--- src/rtl/fjop_pkg.sv ---
// shared types and codes for the flat json object parser
package fjop_pkg;

	typedef enum logic [3:0] {
		PH_OPEN      = 4'd0,
		PH_FIRST     = 4'd1,
		PH_KEY       = 4'd2,
		PH_KEY_ESC   = 4'd3,
		PH_COLON     = 4'd4,
		PH_VAL_OPEN  = 4'd5,
		PH_VAL       = 4'd6,
		PH_VAL_ESC   = 4'd7,
		PH_AFTER_VAL = 4'd8,
		PH_NEXT_KEY  = 4'd9,
		PH_TRAIL     = 4'd10
	} phase_t;

	localparam logic [2:0] KIND_NONE    = 3'd0;
	localparam logic [2:0] KIND_KEY     = 3'd1;
	localparam logic [2:0] KIND_VAL     = 3'd2;
	localparam logic [2:0] KIND_KEY_END = 3'd3;
	localparam logic [2:0] KIND_VAL_END = 3'd4;

	localparam logic [1:0] VERDICT_UNDECIDED = 2'd0;
	localparam logic [1:0] VERDICT_ACCEPTED  = 2'd1;
	localparam logic [1:0] VERDICT_REJECTED  = 2'd2;

	typedef struct packed {
		logic [7:0] in_byte;
		logic       final_byte;
	} in_beat_t;

	typedef struct packed {
		logic [7:0] out_byte;
		logic [2:0] kind;
		logic [1:0] verdict;
		logic       message_end;
	} out_beat_t;

	typedef struct packed {
		phase_t phase;
		logic   rejected;
		logic   empty_closed;
	} parse_state_t;

	localparam parse_state_t STATE_RESET = '{phase: PH_OPEN, rejected: 1'b0,
		empty_closed: 1'b0};

endpackage

--- src/rtl/flat_json_object_parser.sv ---
// top level: streaming checker and decoder for flat json string objects
// Takes one message byte per beat and returns exactly one result beat per input
// beat, in order. A beat is registered on input, goes through the combinational
// parser logic and lands in the output register, where it waits for out_ready;
// with out_ready held high a new byte is accepted every cycle. That figure is
// set by the parser state register, which is updated once per byte in the
// cycle the byte moves to the output register.
// The verdict in a beat with message_end set is final, and the parser starts
// over with the next byte.
module flat_json_object_parser (
	input  logic                clk,
	input  logic                arst_n,
	input  logic                in_valid,
	output logic                in_ready,
	input  fjop_pkg::in_beat_t  in_data,
	output logic                out_valid,
	input  logic                out_ready,
	output fjop_pkg::out_beat_t out_data
);

	logic                   valid_s1;
	fjop_pkg::in_beat_t     data_s1;
	fjop_pkg::parse_state_t state_q;
	fjop_pkg::parse_state_t state_nxt;
	fjop_pkg::out_beat_t    result;
	logic                   advance;

	// stage one moves on whenever the output register is empty or being drained
	assign advance  = !out_valid || out_ready;
	assign in_ready = !valid_s1 || advance;

	always_ff @(posedge clk or negedge arst_n) begin
		if (!arst_n) begin
			valid_s1 <= 1'b0;
		end else if (in_ready) begin
			valid_s1 <= in_valid;
		end
	end

	always_ff @(posedge clk) begin
		if (in_ready && in_valid) begin
			data_s1 <= in_data;
		end
	end

	fjop_step u_step (
		.cur    (state_q),
		.item   (data_s1),
		.nxt    (state_nxt),
		.result (result)
	);

	always_ff @(posedge clk or negedge arst_n) begin
		if (!arst_n) begin
			state_q   <= fjop_pkg::STATE_RESET;
			out_valid <= 1'b0;
		end else if (advance) begin
			out_valid <= valid_s1;
			if (valid_s1) state_q <= state_nxt;
		end
	end

	always_ff @(posedge clk) begin
		if (advance && valid_s1) begin
			out_data <= result;
		end
	end

	// apart from a message's last beat, emitted characters only come from a live, undecided message
	a_kind_undecided: assert property (@(posedge clk) disable iff (!arst_n)
		out_valid && !out_data.message_end && out_data.kind != fjop_pkg::KIND_NONE
		|-> out_data.verdict == fjop_pkg::VERDICT_UNDECIDED)
		else $error("character emitted with a decided verdict");

	a_byte_zero: assert property (@(posedge clk) disable iff (!arst_n)
		out_valid && out_data.kind != fjop_pkg::KIND_KEY
		&& out_data.kind != fjop_pkg::KIND_VAL |-> out_data.out_byte == 8'h00)
		else $error("nonzero byte on a beat that carries no character");

	a_restart: assert property (@(posedge clk) disable iff (!arst_n)
		advance && valid_s1 && data_s1.final_byte
		|=> state_q == fjop_pkg::STATE_RESET)
		else $error("parser did not restart after the last byte");

	a_sticky_reject: assert property (@(posedge clk) disable iff (!arst_n)
		state_q.rejected && !(advance && valid_s1 && data_s1.final_byte)
		|=> state_q.rejected)
		else $error("rejection dropped before the last byte");

	a_state_hold: assert property (@(posedge clk) disable iff (!arst_n)
		!(advance && valid_s1) |=> $stable(state_q))
		else $error("parser state moved without a byte");

endmodule

--- src/rtl/fjop_step.sv ---
// one-byte parser transition: next phase, decoded byte, kind and verdict
module fjop_step (
	input  fjop_pkg::parse_state_t cur,
	input  fjop_pkg::in_beat_t     item,
	output fjop_pkg::parse_state_t nxt,
	output fjop_pkg::out_beat_t    result
);

	function automatic logic is_ws(input logic [7:0] c);
		return (c == 8'h20) || (c == 8'h09) || (c == 8'h0d) || (c == 8'h0a);
	endfunction

	logic [7:0] c;
	logic       esc_ok;
	logic [7:0] esc_dec;
	logic       bad;
	logic [7:0] ob;
	logic [2:0] kind;
	logic [1:0] verdict;
	fjop_pkg::parse_state_t st;

	assign c = item.in_byte;

	// escape letters and what they stand for
	always_comb begin
		esc_ok  = 1'b1;
		esc_dec = 8'h00;
		case (c)
			8'h5c: esc_dec = 8'h5c;
			8'h22: esc_dec = 8'h22;
			8'h62: esc_dec = 8'h08;
			8'h66: esc_dec = 8'h0c;
			8'h6e: esc_dec = 8'h0a;
			8'h72: esc_dec = 8'h0d;
			8'h74: esc_dec = 8'h09;
			default: esc_ok = 1'b0;
		endcase
	end

	always_comb begin
		st   = cur;
		bad  = 1'b0;
		ob   = 8'h00;
		kind = fjop_pkg::KIND_NONE;
		if (!cur.rejected && !cur.empty_closed) begin
			case (cur.phase)
				fjop_pkg::PH_OPEN: begin
					if (c == 8'h7b) st.phase = fjop_pkg::PH_FIRST;
					else if (!is_ws(c)) bad = 1'b1;
				end
				fjop_pkg::PH_FIRST: begin
					if (c == 8'h7d) st.empty_closed = 1'b1;
					else if (c == 8'h22) st.phase = fjop_pkg::PH_KEY;
					else if (!is_ws(c)) bad = 1'b1;
				end
				fjop_pkg::PH_KEY: begin
					if (c == 8'h22) begin
						kind     = fjop_pkg::KIND_KEY_END;
						st.phase = fjop_pkg::PH_COLON;
					end else if (c == 8'h5c) begin
						st.phase = fjop_pkg::PH_KEY_ESC;
					end else begin
						ob   = c;
						kind = fjop_pkg::KIND_KEY;
					end
				end
				fjop_pkg::PH_VAL: begin
					if (c == 8'h22) begin
						kind     = fjop_pkg::KIND_VAL_END;
						st.phase = fjop_pkg::PH_AFTER_VAL;
					end else if (c == 8'h5c) begin
						st.phase = fjop_pkg::PH_VAL_ESC;
					end else begin
						ob   = c;
						kind = fjop_pkg::KIND_VAL;
					end
				end
				fjop_pkg::PH_KEY_ESC: begin
					if (esc_ok) begin
						ob       = esc_dec;
						kind     = fjop_pkg::KIND_KEY;
						st.phase = fjop_pkg::PH_KEY;
					end else begin
						bad = 1'b1;
					end
				end
				fjop_pkg::PH_VAL_ESC: begin
					if (esc_ok) begin
						ob       = esc_dec;
						kind     = fjop_pkg::KIND_VAL;
						st.phase = fjop_pkg::PH_VAL;
					end else begin
						bad = 1'b1;
					end
				end
				fjop_pkg::PH_COLON: begin
					if (c == 8'h3a) st.phase = fjop_pkg::PH_VAL_OPEN;
					else if (!is_ws(c)) bad = 1'b1;
				end
				fjop_pkg::PH_VAL_OPEN: begin
					if (c == 8'h22) st.phase = fjop_pkg::PH_VAL;
					else if (!is_ws(c)) bad = 1'b1;
				end
				fjop_pkg::PH_AFTER_VAL: begin
					if (c == 8'h7d) st.phase = fjop_pkg::PH_TRAIL;
					else if (c == 8'h2c) st.phase = fjop_pkg::PH_NEXT_KEY;
					else if (!is_ws(c)) bad = 1'b1;
				end
				fjop_pkg::PH_NEXT_KEY: begin
					if (c == 8'h22) st.phase = fjop_pkg::PH_KEY;
					else if (!is_ws(c)) bad = 1'b1;
				end
				fjop_pkg::PH_TRAIL: begin
					if (!is_ws(c)) bad = 1'b1;
				end
				default: bad = 1'b1;
			endcase
			if (bad) begin
				st.rejected = 1'b1;
				kind        = fjop_pkg::KIND_NONE;
				ob          = 8'h00;
			end
		end

		if (st.rejected) verdict = fjop_pkg::VERDICT_REJECTED;
		else if (st.empty_closed) verdict = fjop_pkg::VERDICT_ACCEPTED;
		else if (item.final_byte)
			verdict = (st.phase == fjop_pkg::PH_TRAIL) ? fjop_pkg::VERDICT_ACCEPTED
				: fjop_pkg::VERDICT_REJECTED;
		else verdict = fjop_pkg::VERDICT_UNDECIDED;

		// the last byte of a message returns the parser to its start
		nxt = item.final_byte ? fjop_pkg::STATE_RESET : st;

		result.out_byte    = ob;
		result.kind        = kind;
		result.verdict     = verdict;
		result.message_end = item.final_byte;
	end

endmodule

--- config.mk ---
export PLATFORM = sky130hd
export DESIGN_NAME = flat_json_object_parser
export DESIGN_NICKNAME = d
export VERILOG_FILES = /design/src/rtl/fjop_pkg.sv /design/src/rtl/flat_json_object_parser.sv /design/src/rtl/fjop_step.sv
export SDC_FILE = /design/constraint.sdc
export NUM_CORES = 1
export LEC_CHECK = 0
export ABC_AREA = 1
export BUFFER_PORTS_ARGS = -buffer_cell sky130_fd_sc_hd__buf_4
export CORE_UTILIZATION = 45
export CTS_CLUSTER_SIZE = 28
export DETAILED_ROUTE_END_ITERATION = 6
export PLACE_DENSITY = 0.74
export SETUP_SLACK_MARGIN = 0.02
export SLEW_MARGIN = 20
export SYNTH_ARGS = -nofsm -noshare
export SYNTH_HDL_FRONTEND = slang
export SYNTH_SLANG_ARGS = --single-unit
export TNS_END_PERCENT = 1
--- constraint.sdc ---
create_clock -name clk -period 2.15 [get_ports clk]
set_input_delay 0.3225 -clock clk [delete_from_list [all_inputs] [get_ports clk]]
set_output_delay 0.3225 -clock clk [all_outputs]
set_load 0.005 [all_outputs]
==> flow_summary.json <==
{
  "ant_nets": 0,
  "floorplan.die.height_um": 67.3,
  "worstSetupStartpointType": "flip-flop",
  "transition_at_the_pin_with_the_smallest_max_transition_slack_ns": 0.506,
  "pwr_density_cell_nw_per_um2": 598,
  "fp-row-count": 23,
  "grt.overflow.total": 0,
  "hold_path.class": "input port to flip-flop",
  "timing.hold.worst_path_depth": 1,
  "r2r.worst_path.cells": 12,
  "worstPathRequired_ns": 2.19,
  "multiplexer_fraction_of_the_synthesized_cell_area_pct": 0,
  "critPathArrivalTime_ns": 2.00,
  "wl_per_cell_um": 12.9,
  "detail_route.drc_violations": 0,
  "setup-violations-final": 0,
  "yosys.area.top_type": "sky130_fd_sc_hd__edfxtp_1",
  "post-route-min-period_ns": 1.96,
  "synth_simple_gate_area_share_pct": 34.9,
  "report.final.hold_viol_count": 0,
  "maximum_level_of_the_cts_h_tree": 2,
  "clock.fmax_mhz": 509,
  "post_synth.cell_area_avg_um2": 7.87,
  "maxSlewViolCount": 0,
  "share_of_the_synthesized_area_in_compound_gates_ao_oa_aoi_oai_pct": 11.9,
  "yosys_register_bits": 31,
  "cts.reportedPaths.clkPinSlew_ns": 0.06,
  "mappedNetlistNets": 257,
  "grt_pass1_vias": 1623,
  "route.vias.total": 1807,
  "routed_wl_um": 4400,
  "numClockSinks": 31,
  "cts_max_path_buffers": 2,
  "stdcell_area_um2": 2380,
  "flip_flop_and_latch_area_um2": 892,
  "finClkSkew_ns": 0.00708,
  "clockRootBuffer": "sky130_fd_sc_hd__clkbuf_8",
  "ys_warn_count": 0,
  "initial_antenna_violation_count": 0,
  "crit_fanout": 7,
  "max_cap_viol_count": 0,
  "synthCells": 244,
  "core_area_um2": 4060,
  "grt_max_degree": 20,
  "synth-adder-area-share_pct": 0,
  "wire_length_of_the_first_global_routing_pass_um": 7240,
  "dieArea_um2": 4530,
  "port-buffer-count": 28,
  "die_x_um": 67.3,
  "starting_density_of_the_core_pct": 47.3,
  "num-nets-final": 302,
  "layout_commonest_cell": "sky130_fd_sc_hd__nand2_1",
  "dominant_combinational_cell_family_by_area_after_synthesis": "simple AND/OR/NAND/NOR gates",
  "place_congestion": 0.955,
  "yosysSeqAreaShare_pct": 46.4,
  "worst_skew_late_latency_ns": 0.28,
  "placed_area_um2": 2200,
  "synthXorXnorAreaFrac_pct": 0,
  "top_level_pins": 29,
  "drt-initial-drc-count": 128,
  "antenna_fix_cells": 0,
  "timing.max_slew.rel_slack_pct": 66.0,
  "grt_setup_unrepaired": "false",
  "synth_cell_type_count": 28,
  "critical_path.endpoint_type": "flip-flop",
  "criticalPathCategory": "flip-flop to flip-flop",
  "static-leakage-power_nw": 1.03,
  "area.growth.synth_to_final_pct": 23.8,
  "cts_tree": "built",
  "total_cts_buffers": 5,
  "worst_ir_drop_vdd_mv": 0.423,
  "layout_worst_path_cycle_share_pct": 91.4,
  "detailedPlacementHpwl_um": 3260,
  "groute.usage.overall_pct": 21.8,
  "synth_area_leaders": "sky130_fd_sc_hd__edfxtp_1 36%, sky130_fd_sc_hd__nand2_1 13%, sky130_fd_sc_hd__dfrtp_1 10%",
  "outcome": "finished, final reports clean",
  "post_synthesis_cell_area_um2": 1920,
  "drive_above_1_share_pct": 27.6,
  "fin_tns_setup_ns": 0,
  "final.fill_count": 382,
  "synth_top_cell_area_share_pct": 36.0,
  "area_used_by_multi_input_combinational_logic_um2": 923,
  "most_frequent_cells_in_the_layout": "66 x sky130_fd_sc_hd__nand2_1, 39 x sky130_fd_sc_hd__buf_4, 28 x sky130_fd_sc_hd__inv_1, 28 x sky130_fd_sc_hd__nor2_1, 23 x sky130_fd_sc_hd__edfxtp_1",
  "first_pass_iters": 5,
  "post_drt_via_cell_ratio": 5.31
}
[critical path: stages, from the launching register on]
cell                      delay [ns]
sky130_fd_sc_hd__dfrtp_1        0.39
sky130_fd_sc_hd__inv_1          0.18
sky130_fd_sc_hd__nand2_1        0.20
sky130_fd_sc_hd__nor2_2         0.21
sky130_fd_sc_hd__nand2_1        0.10
sky130_fd_sc_hd__nand3_1        0.07
sky130_fd_sc_hd__nand2_1        0.05
sky130_fd_sc_hd__nand2_1        0.09
sky130_fd_sc_hd__nand3_1        0.11
sky130_fd_sc_hd__nor2_2         0.14
sky130_fd_sc_hd__nand2_1        0.06
sky130_fd_sc_hd__nand3_1        0.06
sky130_fd_sc_hd__nand2_1        0.05
[layer usage]
metal | vias up | wire, um | global-route usage, %
li1 | 900 | - | -
met1 | 804 | 1950 | 27.6
met2 | 87 | 2030 | 32.9
met3 | 16 | 287 | 6.59
met4 | 0 | 140 | 12.2
met5 | - | 0 | 0
[power breakdown]
group | switching, W | leakage (nW) | internal [W]
Combinational | 0.000148 | 0.667 | 0.000106
Sequential | 0.0000307 | 0.327 | 0.000707
Clock | 0.000209 | 0.0403 | 0.000220
Total | 0.000388 | 1.03 | 0.00103
[Yosys cell counts]
cell type	count
sky130_fd_sc_hd__nand4_1	3
sky130_fd_sc_hd__a21oi_2	5
sky130_fd_sc_hd__a22oi_1	2
sky130_fd_sc_hd__a31oi_1	2
sky130_fd_sc_hd__a21boi_0	1
sky130_fd_sc_hd__nor2_1	34
sky130_fd_sc_hd__nand2_2	6
sky130_fd_sc_hd__o22ai_1	5
sky130_fd_sc_hd__buf_6	1
sky130_fd_sc_hd__nor2_4	5
sky130_fd_sc_hd__nand2_4	1
sky130_fd_sc_hd__nand2_1	67
sky130_fd_sc_hd__o311ai_0	1
sky130_fd_sc_hd__edfxtp_1	23
sky130_fd_sc_hd__inv_1	28
sky130_fd_sc_hd__a31oi_4	1
sky130_fd_sc_hd__dfrtp_1	8
sky130_fd_sc_hd__nor2_2	5
sky130_fd_sc_hd__a32oi_1	1
sky130_fd_sc_hd__or2_2	1
sky130_fd_sc_hd__o21ai_0	4
sky130_fd_sc_hd__a21oi_1	10
sky130_fd_sc_hd__nand3_1	20
sky130_fd_sc_hd__nand3_2	1
sky130_fd_sc_hd__clkbuf_1	1
sky130_fd_sc_hd__inv_2	3
sky130_fd_sc_hd__a41oi_1	1
sky130_fd_sc_hd__nor3_1	4
[kinds of logic after synthesis]
logic type,count (synthesis)
simple gates,147
compound gates,33
buf+inv,33
flops,31
[what timing repair did]
action	4_1_cts	5_1_grt
hold buffers	1	0
resized for setup	0	9
setup endpoints to repair	0	12
setup buffers	0	8
hold endpoints to repair	8	0
[through the flow]
step / setup WS, ns / instances / utilization (%) / total power (W) / hold WS (ns)
2_1_floorplan: 0.450 / 244 / - / 0.000875 / 0.0269
3_3_place_gp: 0.152 / 323 / 54.2 / 0.000979 / 0.151
3_5_place_dp: 0.183 / 323 / 54.2 / 0.000981 / 0.154
4_1_cts: 0.164 / 332 / 56.5 / 0.00141 / 0.208
5_1_grt: 0.0107 / 340 / 58.6 / 0.00150 / 0.201
6_report: 0.186 / 340 / 58.6 / 0.00142 / 0.215
[flip-flops by register name, summed over array words and instances (netlist names)]
register,flops
out_valid,1
state_q,6
data_s1,9
out_data,14
valid_s1,1
[path summary, 6_finish.rpt]
path                                  from     endpoint  slack, ns
worst max-delay path            state_q[2]  out_data[2]       0.19
worst min-delay path            in_data[4]   data_s1[4]       0.21
worst max register to register  state_q[2]  out_data[2]       0.19
worst min register to register  data_s1[0]  out_data[0]       0.54
max in group asynchronous           arst_n   state_q[5]       1.60
min in group asynchronous           arst_n   state_q[5]       0.40
[layout make-up]
class	count	share of cell area, %
repair buffers	40	12.7
well taps	50	2.63
flip-flops and latches	31	37.5
clock buffers	6	3.05
inverters	31	4.89
clock inverters	2	0.316
multi-input cells	180	38.8
No activity file was read; power rests on OpenSTA's default activity.
